[src/sv/ipde_pkg.sv]
// ----------------------------------------------------------------------------
// ipde_pkg
// Shared types and constants for the infrared pulse-distance frame encoder.
// ----------------------------------------------------------------------------
package ipde_pkg;

	// width of the shift word that holds the command in flight
	localparam int WORD_BITS = 16;
	localparam int CMD_W     = 16;
	localparam int LEN_W     = 8;
	localparam int CNT_W     = 5;

	// gap after the stop pulse: periods of fixed length
	localparam logic [7:0]       GAP_PERIODS_MAX = 8'd130;
	localparam logic [LEN_W-1:0] GAP_PERIOD_LEN  = 8'd40;
	localparam logic [LEN_W-1:0] PULSE_LEN       = 8'd1;

	// repeat frames invert the low nibble of the stored command
	localparam logic [WORD_BITS-1:0] REPEAT_FLIP = WORD_BITS'(4'hF);

	// register reset values
	localparam logic [LEN_W-1:0] LEAD_TIME_RST     = 8'd13;
	localparam logic [LEN_W-1:0] ZERO_GAP_TIME_RST = 8'd4;
	localparam logic [LEN_W-1:0] ONE_GAP_TIME_RST  = 8'd8;
	localparam logic [CNT_W-1:0] BIT_COUNT_RST     = 5'd10;

	// item kinds
	typedef enum logic [1:0] {
		KIND_TICK   = 2'd0,
		KIND_SEND   = 2'd1,
		KIND_REPEAT = 2'd2,
		KIND_STOP   = 2'd3
	} kind_t;

	// configuration register indexes
	typedef enum logic [1:0] {
		REG_LEAD_TIME     = 2'd0,
		REG_ZERO_GAP_TIME = 2'd1,
		REG_ONE_GAP_TIME  = 2'd2,
		REG_BIT_COUNT     = 2'd3
	} reg_idx_t;

	typedef struct packed {
		logic [LEN_W-1:0] lead_time;
		logic [LEN_W-1:0] zero_gap_time;
		logic [LEN_W-1:0] one_gap_time;
		logic [CNT_W-1:0] bit_count;
	} cfg_t;

	typedef struct packed {
		logic             carrier_on;
		logic [LEN_W-1:0] step_length;
		logic             busy;
	} res_t;

endpackage

[src/sv/ipde_cfg.sv]
// ----------------------------------------------------------------------------
// ipde_cfg
// Configuration registers: step lengths and data bit count.
// ----------------------------------------------------------------------------
module ipde_cfg (
	input  logic                  clk,
	input  logic                  arst_n,
	input  logic                  cfg_we,
	input  logic [1:0]            cfg_index,
	input  logic [7:0]            cfg_wdata,
	output ipde_pkg::cfg_t        cfg
);
	import ipde_pkg::*;

	cfg_t cfg_q;

	// register write decode
	always_ff @(posedge clk or negedge arst_n) begin
		if (!arst_n) begin
			cfg_q.lead_time     <= LEAD_TIME_RST;
			cfg_q.zero_gap_time <= ZERO_GAP_TIME_RST;
			cfg_q.one_gap_time  <= ONE_GAP_TIME_RST;
			cfg_q.bit_count     <= BIT_COUNT_RST;
		end else if (cfg_we) begin
			unique case (reg_idx_t'(cfg_index))
				REG_LEAD_TIME:     cfg_q.lead_time     <= cfg_wdata;
				REG_ZERO_GAP_TIME: cfg_q.zero_gap_time <= cfg_wdata;
				REG_ONE_GAP_TIME:  cfg_q.one_gap_time  <= cfg_wdata;
				REG_BIT_COUNT:     cfg_q.bit_count     <= cfg_wdata[CNT_W-1:0];
				default: ;
			endcase
		end
	end

	assign cfg = cfg_q;

endmodule

[src/sv/ipde_core.sv]
// ----------------------------------------------------------------------------
// ipde_core
// Frame sequencer: holds frame state; one item per cycle with advance high.
// ----------------------------------------------------------------------------
module ipde_core (
	input  logic                           clk,
	input  logic                           arst_n,
	input  logic                           advance,
	input  logic [1:0]                     kind,
	input  logic [ipde_pkg::CMD_W-1:0]     command_value,
	input  ipde_pkg::cfg_t                 cfg,
	output ipde_pkg::res_t                 res
);
	import ipde_pkg::*;

	typedef enum logic [3:0] {
		PH_IDLE      = 4'd0,
		PH_LEADIN_A  = 4'd1,
		PH_LEADIN_B  = 4'd2,
		PH_START_A   = 4'd3,
		PH_START_B   = 4'd4,
		PH_BIT_A     = 4'd5,
		PH_BIT_B     = 4'd6,
		PH_LEADOUT_A = 4'd7,
		PH_LEADOUT_B = 4'd8,
		PH_STOP      = 4'd9,
		PH_WAIT      = 4'd10
	} phase_t;

	phase_t                 phase_q, phase_d;
	logic [WORD_BITS-1:0]   shift_q, shift_d;
	logic [CNT_W-1:0]       sent_q, sent_d;
	logic [7:0]             gap_q, gap_d;
	logic [WORD_BITS-1:0]   stored_q, stored_d;
	logic [LEN_W-1:0]       last_q, last_d;
	logic                   carrier;
	logic [31:0]            cmd_ext;
	logic [WORD_BITS-1:0]   cmd_w;

	// command truncated or zero-extended to the word width
	assign cmd_ext = 32'(command_value);
	assign cmd_w   = cmd_ext[WORD_BITS-1:0];

	// next state and result
	always_comb begin
		phase_d  = phase_q;
		shift_d  = shift_q;
		sent_d   = sent_q;
		gap_d    = gap_q;
		stored_d = stored_q;
		last_d   = last_q;
		carrier  = 1'b0;
		case (kind_t'(kind))
			KIND_TICK: begin
				unique case (phase_q)
					PH_LEADIN_A, PH_START_A, PH_BIT_A, PH_LEADOUT_A, PH_STOP: begin
						carrier = 1'b1;
						last_d  = PULSE_LEN;
						phase_d = phase_t'(phase_q + 4'd1);
					end
					PH_LEADIN_B, PH_LEADOUT_B: begin
						last_d  = cfg.lead_time;
						phase_d = phase_t'(phase_q + 4'd1);
					end
					PH_START_B: begin
						last_d  = cfg.zero_gap_time;
						phase_d = PH_BIT_A;
					end
					PH_BIT_B: begin
						last_d  = shift_q[0] ? cfg.one_gap_time : cfg.zero_gap_time;
						shift_d = shift_q >> 1;
						sent_d  = sent_q + 5'd1;
						// count wraps to zero as well as reaching the limit
						if (sent_d >= cfg.bit_count || sent_d == '0)
							phase_d = PH_LEADOUT_A;
						else
							phase_d = PH_BIT_A;
					end
					PH_WAIT: begin
						last_d = GAP_PERIOD_LEN;
						gap_d  = gap_q + 8'd1;
						if (gap_d >= GAP_PERIODS_MAX) begin
							sent_d  = '0;
							gap_d   = '0;
							phase_d = PH_IDLE;
						end
					end
					default: phase_d = PH_IDLE;
				endcase
			end
			KIND_SEND: begin
				stored_d = cmd_w;
				if (cmd_w != '0 && phase_q == PH_IDLE) begin
					shift_d = cmd_w;
					phase_d = PH_LEADIN_A;
				end
			end
			KIND_REPEAT: begin
				if (stored_q != '0 && phase_q == PH_IDLE) begin
					shift_d = stored_q ^ REPEAT_FLIP;
					phase_d = PH_LEADIN_A;
				end
			end
			default: stored_d = '0;
		endcase
		res.carrier_on  = carrier;
		res.step_length = last_d;
		res.busy        = (phase_d != PH_IDLE);
	end

	// frame state
	always_ff @(posedge clk or negedge arst_n) begin
		if (!arst_n) begin
			phase_q  <= PH_IDLE;
			shift_q  <= '0;
			sent_q   <= '0;
			gap_q    <= '0;
			stored_q <= '0;
			last_q   <= PULSE_LEN;
		end else if (advance) begin
			phase_q  <= phase_d;
			shift_q  <= shift_d;
			sent_q   <= sent_d;
			gap_q    <= gap_d;
			stored_q <= stored_d;
			last_q   <= last_d;
		end
	end

endmodule

[src/sv/ir_pulse_distance_frame_encoder.sv]
// ----------------------------------------------------------------------------
// ir_pulse_distance_frame_encoder
// Infrared pulse-distance frame encoder: ticks step the frame, commands start it.
// ----------------------------------------------------------------------------
// The block takes one transaction per clock cycle while out_ready lets the
// output drain, and returns exactly one result for each. A transaction sits
// in the input register, the frame sequencer works it out from there, and
// the result lands in the output register, which drives out_valid. The
// output register decouples the sides, so the input keeps accepting while
// a result waits; a stalled output backs up into the input register after
// one more transaction. Configuration is written through
// cfg_we/cfg_index/cfg_wdata and must only change while no transaction is
// in flight.
module ir_pulse_distance_frame_encoder (
	input  logic                        clk,
	input  logic                        arst_n,
	input  logic                        in_valid,
	output logic                        in_ready,
	input  logic [1:0]                  kind,
	input  logic [ipde_pkg::CMD_W-1:0]  command_value,
	output logic                        out_valid,
	input  logic                        out_ready,
	output logic                        carrier_on,
	output logic [ipde_pkg::LEN_W-1:0]  step_length,
	output logic                        busy_res,
	input  logic                        cfg_we,
	input  logic [1:0]                  cfg_index,
	input  logic [7:0]                  cfg_wdata
);
	import ipde_pkg::*;

	logic             valid_s1;
	logic [1:0]       kind_s1;
	logic [CMD_W-1:0] cmd_s1;
	logic             advance;
	cfg_t             cfg;
	res_t             res;
	res_t             res_q;
	logic             out_valid_q;

	assign advance  = valid_s1 && (!out_valid_q || out_ready);
	assign in_ready = !valid_s1 || advance;

	ipde_cfg u_cfg (
		.clk       (clk),
		.arst_n    (arst_n),
		.cfg_we    (cfg_we),
		.cfg_index (cfg_index),
		.cfg_wdata (cfg_wdata),
		.cfg       (cfg)
	);

	ipde_core u_core (
		.clk           (clk),
		.arst_n        (arst_n),
		.advance       (advance),
		.kind          (kind_s1),
		.command_value (cmd_s1),
		.cfg           (cfg),
		.res           (res)
	);

	// input register
	always_ff @(posedge clk or negedge arst_n) begin
		if (!arst_n) begin
			valid_s1 <= 1'b0;
		end else if (in_ready) begin
			valid_s1 <= in_valid;
		end
	end

	always_ff @(posedge clk) begin
		if (in_ready && in_valid) begin
			kind_s1 <= kind;
			cmd_s1  <= command_value;
		end
	end

	// output register
	always_ff @(posedge clk or negedge arst_n) begin
		if (!arst_n) begin
			out_valid_q <= 1'b0;
		end else if (advance) begin
			out_valid_q <= 1'b1;
		end else if (out_ready) begin
			out_valid_q <= 1'b0;
		end
	end

	always_ff @(posedge clk) begin
		if (advance) begin
			res_q <= res;
		end
	end

	assign out_valid   = out_valid_q;
	assign carrier_on  = res_q.carrier_on;
	assign step_length = res_q.step_length;
	assign busy_res    = res_q.busy;

endmodule

[config.mk]
export PLATFORM = sky130hd
export DESIGN_NAME = ir_pulse_distance_frame_encoder
export DESIGN_NICKNAME = d
export VERILOG_FILES = /design/src/sv/ipde_pkg.sv /design/src/sv/ipde_cfg.sv /design/src/sv/ipde_core.sv /design/src/sv/ir_pulse_distance_frame_encoder.sv
export SDC_FILE = /design/constraint.sdc
export NUM_CORES = 1
export LEC_CHECK = 0
export ABC_AREA = 1
export ABC_CLOCK_PERIOD_IN_PS = 2080
export BUFFER_PORTS_ARGS = -buffer_cell sky130_fd_sc_hd__buf_2
export CAP_MARGIN = 10
export CORE_MARGIN = 5
export CORE_UTILIZATION = 45
export CTS_CLUSTER_SIZE = 40
export DETAILED_ROUTE_END_ITERATION = 10
export PLACE_DENSITY = 0.66
export SLEW_MARGIN = 10
export SYNTH_ARGS = -nofsm -noshare
export SYNTH_HDL_FRONTEND = slang
export SYNTH_HIERARCHICAL = 1
export SYNTH_SLANG_ARGS = --single-unit
[constraint.sdc]
create_clock -name clk -period 2.08 [get_ports clk]
set_input_delay 0.104 -clock clk [delete_from_list [all_inputs] [get_ports clk]]
set_output_delay 0.104 -clock clk [all_outputs]
set_load 0.02 [all_outputs]
* Word-level counts from Yosys, hierarchy flattened
Index checks and enable logic that the tools add are counted.
Operators by class: add/subtract/negate cells 3, order comparisons 2, equality and inequality tests 19, muxes and demuxes 20, bitwise logic cells 2, reductions and logical operators 31
Operators with widths (number):
- $mux W16 | 3
- $pmux W16 S3 | 1
- $pmux W8 S5 | 1
- $pmux W16 S2 | 1
- $reduce_bool A16 Y1 | 2
- $mux W8 | 3
- $eq A4 B3 Y1 const B | 4
- $pmux W4 S4 | 1
- $eq A4 B4 Y1 const B | 3
- $mux W4 | 3
- $pmux W4 S3 | 1
- $pmux W5 S2 | 1
- $reduce_and A2 Y1 | 5
- $add A8 B1 Y8 const B | 1
- $eq A4 B2 Y1 const B | 2
- $ge A8 B8 Y1 const B | 1
- $reduce_or A7 Y1 | 1
- $eq A2 B2 Y1 const B | 3
- $ne A2 B1 Y1 const B | 3
- $add A5 B1 Y5 const B | 1
- $ge A5 B5 Y1 | 1
- $logic_not A5 Y1 | 1
- $mux W5 | 1
- $reduce_and A5 Y1 | 1
- 20 further kinds | 32
Storage, ports and cells: flip-flop bits (word level) 116, input port bits 33, output and inout port bits 12, logic and storage cells 94

* Depth between registers and ports, before layout
Gate-level depths: netlist (run 1).
depth in word-level cells 7, gate-level depth with buffers 19, depth with buffers taken out 19

* By module
Netlist (run 1), hierarchy kept.
Modules (own cells, without submodules):
- ipde_core | instances 1, cells each 540, area an instance 3812.4 um^2
- ipde_cfg | instances 1, cells each 131, area an instance 1302.5 um^2
- ir_pulse_distance_frame_encoder | instances 1, cells each 40, area an instance 935.9 um^2

* Least setup slack after synthesis (run 1)
OpenSTA, ideal clock, no wires.
kind register to register, start register out_valid_q (netlist: out_valid), end register u_core.stored_q[2], library setup time 0.083 ns, arrival 2.223 ns, slack -0.225 ns, cell stages (with the launch flop) 7, path buffers 1, period minus slack after synthesis 2.305 ns, cells stage by stage dfrtp_1 > a21oi_1 > inv_1 > nor3_1 > clkbuf_1 > nand3_1 > o21ai_0
On the way: longest elaborated chain between the ends 4
Ends and longest elaborated chain:
- from (decl) | line ir_pulse_distance_frame_encoder.sv:39 | logic out_valid_q;
- from (signal assigned) | line ir_pulse_distance_frame_encoder.sv:82 | out_valid_q <= 1'b0;
- from (signal assigned) | line ir_pulse_distance_frame_encoder.sv:84 | out_valid_q <= 1'b1;
- from (signal assigned) | line ir_pulse_distance_frame_encoder.sv:86 | out_valid_q <= 1'b0;
- $logic_not A1 Y1 | line ir_pulse_distance_frame_encoder.sv:41 | assign advance = valid_s1 && (!out_valid_q || out_ready);
- $logic_or A1 B1 Y1 | line ir_pulse_distance_frame_encoder.sv:41
- $logic_and A1 B1 Y1 | line ir_pulse_distance_frame_encoder.sv:41
- net advance | line ir_pulse_distance_frame_encoder.sv:35 | logic advance;
- $reduce_and A2 Y1 (no line)
- to (signal assigned) | line ipde_core.sv:125 | stored_q <= stored_d;
- to (decl) | line ipde_core.sv:34 | logic [WORD_BITS-1:0] stored_q, stored_d;
The timed path passes the listed nets, and every way through them passes these cells. A chain may end at the register's enable or synchronous reset.

==> results of run 1 <==
## path summary, 6_finish.rpt
path	cells past startpoint	startpoint	to
setup / recovery	16	u_core/sent_q[0]$_DFFE_PN0P_	busy_res$_DFFE_PP_
hold / removal	3	cfg_index[1]	u_cfg/cfg[3]$_DFFE_PN1P_
setup reg to reg	16	u_core/sent_q[0]$_DFFE_PN0P_	busy_res$_DFFE_PP_
hold reg to reg	2	u_cfg/cfg[23]$_DFFE_PN1P_	u_cfg/cfg[23]$_DFFE_PN1P_
max in group asynchronous	3	arst_n	u_core/gap_q[0]$_DFFE_PN0P_
min in group asynchronous	2	arst_n	u_cfg/cfg[0]$_DFFE_PN0P_
## layout make-up
class                           count  area (sq um)
Multi-Input combinational cell    458          2470
Tap cell                          176           220
Clock inverter                     12          88.8
Clock buffer                       20           447
Inverter                          111           427
Fill cell                        1159          5750
Sequential cell                   116          3060
Timing Repair Buffer              100           731
## cell usage in the layout (no fill, tap or decap), types with 5 or more instances in the layout
cell type	synthesis	final
dlygate4sd3_1	0	30
nand2_1	196	192
dfstp_2	8	8
a21oi_1	10	8
o21ai_0	64	63
inv_1	100	100
a21oi_2	3	5
nor2_2	2	8
dfrtp_1	80	77
ha_1	16	12
inv_2	7	6
nor2_1	25	19
clkbuf_16	0	17
mux2i_1	6	6
clkinv_2	0	8
nand4_1	34	34
buf_2	2	43
nand2_2	3	7
buf_4	5	26
nand3_1	44	44
o22ai_1	22	22
edfxtp_1	28	28
## per-stage QoR
step                instance area [sq um]  std cells  utilization  worst slack [ns]
floorplan                            6060        711            -           -0.0241
global placement                     6510        927        0.494           -0.0842
detailed placement                   6510        927        0.494            -0.123
CTS                                  7370        991        0.558           -0.0946
global route                         7440        993        0.564            -0.286
finish                               7440        993        0.564           -0.0833
## power groups by stage
stage          Clock (uW)  Sequential [uW]  Combinational, uW
4_1_cts              2690             3160               1930
6_report             2640             3160               1980
5_1_grt              2790             3220               2280
3_5_place_dp            0             3200               1840
3_3_place_gp            0             3180               1780
2_1_floorplan           0             3180               1320
## critical path, delay by kind of cell (launching register included)
kind | cells | cell delay [ns]
adders and majority gates | 2 | 0.60
and+or+nand+nor | 12 | 0.80
DFF | 1 | 0.40
buffers and inverters | 1 | 0.03
AOI/OAI and AO/OA | 1 | 0.11
## registers in the layout (all words and copies together), names as in the netlist
register	count
valid_s1	1
busy_res	1
kind_s1	2
cmd_s1	16
u_core/sent_q	5
u_cfg/cfg	29
step_length	8
carrier_on	1
u_core/last_q	8
u_core/stored_q	16
u_core/gap_q	8
u_core/phase_q	4
u_core/shift_q	16
out_valid	1
## routing by layer
metal	up-vias	wire, um
li1	2534	-
met1	2400	6090
met2	138	6610
met3	18	673
met4	0	180
met5	-	0
## repair_timing
action / 4_1_cts / 5_1_grt
pin swaps: 0 / 3
endpoints found under the setup margin: 1 / 45
buffers inserted: 2 / 2
hold buffers: 30 / 0
endpoints found under the hold margin: 75 / 0
gates resized for setup: 1 / 21
## logic make-up (layout without fill, tap and decap cells)
kind of cell | after synthesis | after routing | share of synthesized area
fa+ha+maj | 16 | 16 | 0.0331
buf+inv | 137 | 243 | 0.0980
mux | 6 | 6 | 0.00993
flops | 116 | 116 | 0.505
simple gates | 320 | 320 | 0.243
compound gates | 114 | 114 | 0.109
xor+xnor | 2 | 2 | 0.00290
==> out/metrics.cfg, run 1 <==
[drt]
wl_mm=13.6
drt_drc_violations_left=0
first_pass_iters=5
drt_iter0_drc=375
antenna_left=0
wl_per_cell_um=13.6
vias_per_cell=5.13
vias=5090

[timing]
min_period_ns=2.16
fin_ws_ns=-0.0833
hold_violations=0
finalCritPeriodShare=1.04
fmax_mhz=462
relSlewSlack=0.547
tns_ns=-0.0833
final-setup-viol-count=1
fin_worst_skew_ns=0.00565
whs_ns=0.130
rsz0062_at_grt=yes
worst_pin_slew_ns=0.678
drv_slew=0

[worst_setup_path]
r2r_slack_ns=-0.08
max_stage_delay_ns=0.40
required_ns=2.25
worst_setup_path_start_kind=flop
crit_fanout=3
worstSetupPathType=reg2reg
crit_path_end_kind=flop
cp_data_arrival_time_ns=2.34
critPathMostFrequentCell=nand2_1
path_cells=ha_1 -> ha_1 -> nand2_1 -> inv_1 -> nand2_1 -> nand2_1 -> nor2_1 -> nand2_1 -> nand2_1 -> nand2_2 -> a21oi_2 -> nand2_1 -> nand2_1 -> nand2_2 -> nor2_2 -> nand2_1
cp_slowest_cell=dfrtp_1

[clock_tree]
cts_max_level=4
clock_path_buffers=2
cts.sinks=116
insertion_delay_ns=0.42
cts.clk_slew.worst_paths_ns=0.05
tritoncts=built
root_buffer=clkbuf_16
cts_buffers=17

[global_routing]
grt_overflow=0
busiest_layer=met2
grtUsageTotal=0.180
use_met1=0.233
grt_first_pass_wirelength_mm=23.3
grt_pass1_vias=4991
grt_max_degree=41
antenna_found_initial=0
use_met2=0.289
grtUsageMet3=0.0466

[run_status]
violations=negative setup slack
outcome=complete, but fails checks

[floorplan]
initial_core_util=0.459
io_pins=45
core_sq_mm=0.0132
row_count=42
die_h_um=126
die_w_um=126
die-area_sq_mm=0.0159

[flow_run]
maxCapViolCount=0

[power]
finalPower_uw=7780
power.density_mw_per_mm2=1050
comb_power_share=0.255
p_int_uw=5280
clockPowerShare=0.339
p_sw_uw=2490
swShare=0.321
irDropWorstVdd_v=0.000712
power_frac_seq=0.406
p_leak_uw=0.00353

[placed_design]
dp_hpwl_mm=9.34
portBuffers=44
gp_congestion=0.861

[synth]
netlist_area_sq_mm=0.00605
yosysTopAreaCell=dfrtp_1
synth_edf_count=28
synth_fp_nets=760
ys_types=45
synthTopCellsByArea=dfrtp_1 (33%), edfxtp_1 (14%), nand2_1 (12%)
synth_warnings=6
yosysMostFrequentCell=nand2_1
ys_seq_area_frac=0.505
avgSynthCellArea_sq_um=8.51
ys_seq_elements=116
yosys-top-cells-count=nand2_1 (196), inv_1 (100), dfrtp_1 (80)
synth_ff_type=dfrtp_1
netlist.area_leader.share=0.331
synthCells=711
async_reset_ff_frac=0.759

[cells_and_area]
fin_nets=853
final_layout_size_suffix_gt1_frac=0.192
antenna_cells=0
area_growth_pct=23.0

[min_path]
hold_class=in2reg

Power figures use the tool's default switching activity.
==> run 2, diff against run 1 <==
--- a/config.mk
+++ b/config.mk
@@ -13,7 +13,9 @@
 export CORE_UTILIZATION = 45
 export CTS_CLUSTER_SIZE = 40
 export DETAILED_ROUTE_END_ITERATION = 10
+export GPL_ROUTABILITY_DRIVEN = 1
 export PLACE_DENSITY = 0.66
+export RECOVER_POWER = 100
 export SLEW_MARGIN = 10
 export SYNTH_ARGS = -nofsm -noshare
 export SYNTH_HDL_FRONTEND = slang
==> run 2 against run 1 <==
  * The flow finishes with violations (max-capacitance violations, max-slew violations, negative setup slack)
  * Non-clock buffer count is the same
  * Wire length grew 0.41%
  * Flip-flop and latch count is the same
  * Count of clock-buffer cells in the layout is the same
  * Sequential share of layout area grew 0.58 points
  * Fmax is essentially flat
  * Core utilization shrank 0.79 points
  * Combinational power is essentially flat
  * First-iteration DRC count shrank 2.1%
  * Critical path depth is the same
  * Via count is the same
  * Worst hold slack lost 0.023 ns
  * Critical endpoint unchanged
==> out/metrics.cfg, run 2 (synthesized netlist as in run 1, its figures left out) <==
[timing]
finalCritPeriodShare=1.04
hold_violations=0
fmax_mhz=463
tns_ns=-0.429
rsz0062_at_grt=yes
relSlewSlack=-0.128
worst_pin_slew_ns=1.69
drv_slew=31
fin_worst_skew_ns=0.00594
min_period_ns=2.16
final-setup-viol-count=15
fin_ws_ns=-0.0816

[worst_setup_path]
worst_setup_path_start_kind=flop
path_buf_inv=1
crit_family=simple AND/OR/NAND/NOR gates
required_ns=2.25
critPathMostFrequentCell=nand2_1
path_cells=ha_1 -> ha_1 -> nand2_1 -> inv_1 -> nand2_1 -> nand2_1 -> nor2_1 -> nand2_1 -> nand2_1 -> nand2_2 -> a21oi_2 -> nand2_1 -> nand2_1 -> nand2_2 -> nor2_2 -> nand2_1
crit_fanout=3
cp_data_arrival_time_ns=2.34
max_stage_delay_ns=0.39
worstSetupPathType=reg2reg
cp_slowest_cell=dfrtp_1
crit_path_end_kind=flop

[drt]
antenna_left=0
first_pass_iters=5
met3_length_um=655
drt_iter0_drc=367
met1_length_mm=6.19
wl_per_cell_um=13.7
vias_per_cell=5.13
wl_mm=13.6
met2WireLength_mm=6.54
drt_drc_violations_left=0
vias=5090
top_layer=met4

[cells_and_area]
finalNonFillerCells=993
n_fill_cell=1181
final_cell_mix=nand2_1 (193), inv_1 (100), dfrtp_1 (77), o21ai_0 (63), nand3_1 (48)
area_growth_pct=21.2
largest_reg_flops=29
utilization=0.556
layout.cells.most_common=nand2_1
antenna_cells=0
final_layout_size_suffix_gt1_frac=0.165
design_area_sq_mm=0.00734
fin_nets=853

[floorplan]
io_pins=45
die_w_um=126
die_h_um=126
core_sq_mm=0.0132
initial_core_util=0.459
die-area_sq_mm=0.0159
row_count=42

[min_path]
hold_class=in2reg

[clock_tree]
insertion_delay_ns=0.42
cts_max_level=4
clock_path_buffers=2
cts.clk_slew.worst_paths_ns=0.05
cts_buffers=17
cts.sinks=116
tritoncts=built
root_buffer=clkbuf_16

[global_routing]
grt_max_degree=41
antenna_found_initial=0
grtUsageTotal=0.180
grt_pass1_vias=4991
grt_overflow=0
grt_first_pass_wirelength_mm=23.3

[placed_design]
dpl-instance-area_sq_mm=0.00651
dp.cells=927
portBuffers=44
dp_hpwl_mm=9.34
gp_congestion=0.861

[power]
finalPower_uw=7750
p_leak_uw=0.00347
irDropWorstVdd_v=0.000712
power.density_mw_per_mm2=1060

[run_status]
violations=max-capacitance violations, max-slew violations, negative setup slack
outcome=complete, but fails checks

[flow_run]
maxCapViolCount=1

## run 2: cell count changes in the layout (fill, tap and decap cells not counted), moves of 3 or more
cell and delta:
buf_4 -4, clkbuf_2 +3, clkbuf_1 +14, buf_2 -13, nand3_4 -3, nand3_1 +4
## run 2: stage by stage
| step | worst slack (ns) | hold WS [ns] |
|---|---|---|
| finish | -0.0816 | 0.108 |
| global route | -0.286 | 0.134 |
| floorplan | -0.0241 | -0.192 |
| detailed placement | -0.123 | 0.0688 |
| global placement | -0.0842 | 0.0653 |
| CTS | -0.0946 | 0.118 |
## run 2: final timing paths
| path | startpoint | end | slack (ns) | cells past startpoint |
|---|---|---|---|---|
| worst max-delay path | u_core/sent_q[0]$_DFFE_PN0P_ | busy_res$_DFFE_PP_ | -0.08 | 16 |
| worst min-delay path | cfg_index[1] | u_cfg/cfg[3]$_DFFE_PN1P_ | 0.11 | 3 |
| worst max register to register | u_core/sent_q[0]$_DFFE_PN0P_ | busy_res$_DFFE_PP_ | -0.08 | 16 |
| worst min register to register | u_cfg/cfg[23]$_DFFE_PN1P_ | u_cfg/cfg[23]$_DFFE_PN1P_ | 0.47 | 2 |
| max in group asynchronous | arst_n | u_core/last_q[0]$_DFFE_PN1P_ | 0.27 | 3 |
| min in group asynchronous | arst_n | u_cfg/cfg[0]$_DFFE_PN0P_ | 0.66 | 2 |
## run 2: cell type report
| type | count | area [sq um] | area share |
|---|---|---|---|
| Timing Repair Buffer | 100 | 694 | 0.0947 |
| Clock inverter | 12 | 88.8 | 0.0121 |
| Clock buffer | 20 | 447 | 0.0609 |
| Multi-Input combinational cell | 458 | 2400 | 0.327 |
| Sequential cell | 116 | 3060 | 0.417 |
| Tap cell | 176 | 220 | 0.0300 |
| Inverter | 111 | 427 | 0.0582 |
## run 2: timing repair
item / CTS / global route
endpoints found under the setup margin: 1 / 45
hold buffers: 30 / 0
resized for setup: 1 / 21
pin swaps: 0 / 3
hold endpoints to repair: 75 / 0
buffers inserted: 2 / 2
cloned: 0 / 0
## run 2: metal layers
layer  track usage  up-vias
li1              -     2529
met1         0.233     2405
met2         0.289      135
met3        0.0466       21
met4        0.0700        0
met5             0        -
## run 2: where the power goes
part	switching [uW]	internal [uW]	total, uW
Combinational	1220	730	1950
Clock	994	1640	2640
Sequential	273	2890	3160
## run 2: worst reg2reg max path: stages (launching register included)
cell     delay, ns
dfrtp_1       0.39
ha_1          0.32
ha_1          0.28
nand2_1       0.06
inv_1         0.03
nand2_1       0.05
nand2_1       0.05
nor2_1        0.11
nand2_1       0.07
nand2_1       0.07
nand2_2       0.06
a21oi_2       0.11
nand2_1       0.06
nand2_1       0.06
nand2_2       0.05
nor2_2        0.10
nand2_1       0.05
==> run 3, diff against run 2 <==
==> constraint.sdc (replaced) <==
create_clock -name clk -period 2.08 [get_ports clk]
set_input_delay 0.312 -clock clk [delete_from_list [all_inputs] [get_ports clk]]
set_output_delay 0.312 -clock clk [all_outputs]
set_load 0.02 [all_outputs]
==> run 3 against run 2 <==
  * The flow finishes with violations (negative setup slack)
  * Total power rose by 3.5%
  * Sequential power about the same
  * Count of clock-buffer cells in the layout up 3
  * Setup slack worse by 0.090 ns
  * First-iteration DRC count shrank 5.4%
  * Design area shrank 2.0%
  * Highest routed layer unchanged
==> out/metrics.cfg, run 3 (synthesized netlist as in run 1, its figures left out) <==
[run_status]
outcome=complete, but fails checks
violations=negative setup slack

[worst_setup_path]
crit_fanout=3
path_buf_inv=2
required_ns=2.24
r2r_slack_ns=-0.17
worst_setup_path_start_kind=flop
crit_path_end_kind=flop
cp_data_arrival_time_ns=2.42
cp_slowest_cell=dfrtp_2
path_cells=ha_4 -> inv_2 -> nand2_2 -> nand2_2 -> ha_4 -> nand2_2 -> inv_2 -> nand2_2 -> nand2_1 -> nor2_1 -> nand2_1 -> nand2_1 -> nand2_2 -> a21oi_2 -> nand2_1 -> nand2_1 -> nand2_1 -> nor2_1 -> nand2_1
r2r-start=u_core/sent_q[0]$_DFFE_PN0P_
worstSetupPathType=reg2reg
critPathMostFrequentCell=nand2_1
timing.rr.end=busy_res$_DFFE_PP_
crit_family=simple AND/OR/NAND/NOR gates
max_stage_delay_ns=0.45
rr_worst_depth=19
worst-path-stages=19

[floorplan]
initial_core_util=0.459
die_w_um=126
die_h_um=126
die-area_sq_mm=0.0159
row_count=42
core_sq_mm=0.0132
io_pins=45

[power]
p_leak_uw=0.00340
power.density_mw_per_mm2=1120
irDropWorstVdd_v=0.000605

[timing]
rsz0062_at_grt=yes
hold_violations=0
final-setup-viol-count=1
tns_ns=-0.172
fmax_mhz=444
fin_ws_ns=-0.172
min_period_ns=2.25
finalCritPeriodShare=1.08
worst_pin_slew_ns=1.33
relSlewSlack=0.110
fin_worst_skew_ns=0.00886
drv_slew=0

[drt]
drt_iter0_drc=347
top_layer=met4
vias_per_cell=5.13
vias=4984
met1_length_mm=6.37
met3_length_um=574
met2WireLength_mm=6.53
wl_per_cell_um=14.0
drt_drc_violations_left=0
wl_mm=13.6
antenna_left=0
first_pass_iters=5

[min_path]
holdPathStages=1
hold_class=in2reg
min_to=cmd_s1[2]$_DFFE_PP_
hold_start=command_value[2]

[global_routing]
grt_overflow=0
grt_pass1_vias=4743
grt_first_pass_wirelength_mm=22.4
antenna_found_initial=0
grt_max_degree=44
grtUsageTotal=0.173

[cells_and_area]
largest_reg_flops=29
design_area_sq_mm=0.00719
layout.cells.most_common=nand2_1
final_cell_mix=nand2_1 (190), inv_1 (97), dfrtp_1 (78), o21ai_0 (64), nand3_1 (48)
area_growth_pct=18.8
n_fill_cell=1188
utilization=0.545
antenna_cells=0
multi_input_area_sq_mm=0.00245
final_layout_size_suffix_gt1_frac=0.185
regArea_sq_mm=0.00306
fin_nets=831

[clock_tree]
insertion_delay_ns=0.41
clock_path_buffers=2
cts.clk_slew.worst_paths_ns=0.05
cts_buffers=17
root_buffer=clkbuf_16
tritoncts=built
cts.sinks=116
cts_max_level=4

[placed_design]
post-place-ws_ns=-0.165
dpl-instance-area_sq_mm=0.00653
portBuffers=44
dp_hpwl_mm=9.36
gp_congestion=0.871

[flow_run]
maxCapViolCount=0

==> run 3: changes by cell type in the layout (fill, tap and decap cells not counted), sizes merged <==
cell	change
buf	+5
inv	-1
dlygate4sd3	-29
clkinv	-3
clkbuf	+5
bufinv	+1
==> run 3: worst max-delay path by stage <==
stage / startpoint / to / slack, ns
floorplan: u_core/sent_q[0]$_DFFE_PN0P_ / busy_res$_DFFE_PP_ / -0.02
global placement: u_core/sent_q[0]$_DFFE_PN0P_ / busy_res$_DFFE_PP_ / -0.07
detailed placement: u_core/sent_q[0]$_DFFE_PN0P_ / busy_res$_DFFE_PP_ / -0.16
CTS: u_core/sent_q[1]$_DFFE_PN0P_ / busy_res$_DFFE_PP_ / -0.18
global route: u_core/sent_q[0]$_DFFE_PN0P_ / busy_res$_DFFE_PP_ / -0.29
finish: u_core/sent_q[0]$_DFFE_PN0P_ / busy_res$_DFFE_PP_ / -0.17
==> run 3: worst reg2reg max path, cell delays in order, from the launching register on <==
cell,delay (ns)
dfrtp_2,0.45
ha_4,0.19
inv_2,0.05
nand2_2,0.04
nand2_2,0.09
ha_4,0.21
nand2_2,0.07
inv_2,0.03
nand2_2,0.04
nand2_1,0.06
nor2_1,0.11
nand2_1,0.08
nand2_1,0.07
nand2_2,0.06
a21oi_2,0.10
nand2_1,0.06
nand2_1,0.05
nand2_1,0.06
nor2_1,0.11
nand2_1,0.06
==> run 3: repair_timing <==
action	4_1_cts	5_1_grt
pin swaps	1	15
setup buffers	1	8
hold buffers	1	0
endpoints found under the hold margin	37	0
setup endpoints to repair	2	42
gates resized for setup	1	28
==> run 3: stage by stage <==
stage               cells  total power, uW  hold WS (ns)
CTS                   963             7940        0.0495
global route          971             8540        0.0475
floorplan             711             4500        0.0164
finish                971             8020        0.0711
detailed placement    929             5050         0.368
global placement      929             4970         0.353
==> run 3: report_power, final <==
group / switching, uW / leakage, uW / internal, uW
Clock: 999 / 0.000283 / 1850
Sequential: 275 / 0.00135 / 2890
Combinational: 1260 / 0.00177 / 754
==> run 3: layout make-up <==
| class | count | area share |
|---|---|---|
| Inverter | 111 | 0.0590 |
| Clock inverter | 9 | 0.0144 |
| Multi-Input combinational cell | 458 | 0.341 |
| Timing Repair Buffer | 78 | 0.0634 |
| Clock buffer | 23 | 0.0665 |
| Sequential cell | 116 | 0.425 |
| Tap cell | 176 | 0.0306 |
==> run 3: per-layer routing <==
| layer | track usage | up-vias |
|---|---|---|
| li1 | - | 2495 |
| met1 | 0.237 | 2378 |
| met2 | 0.268 | 100 |
| met3 | 0.0457 | 11 |
| met4 | 0.0618 | 0 |
| met5 | 0 | - |
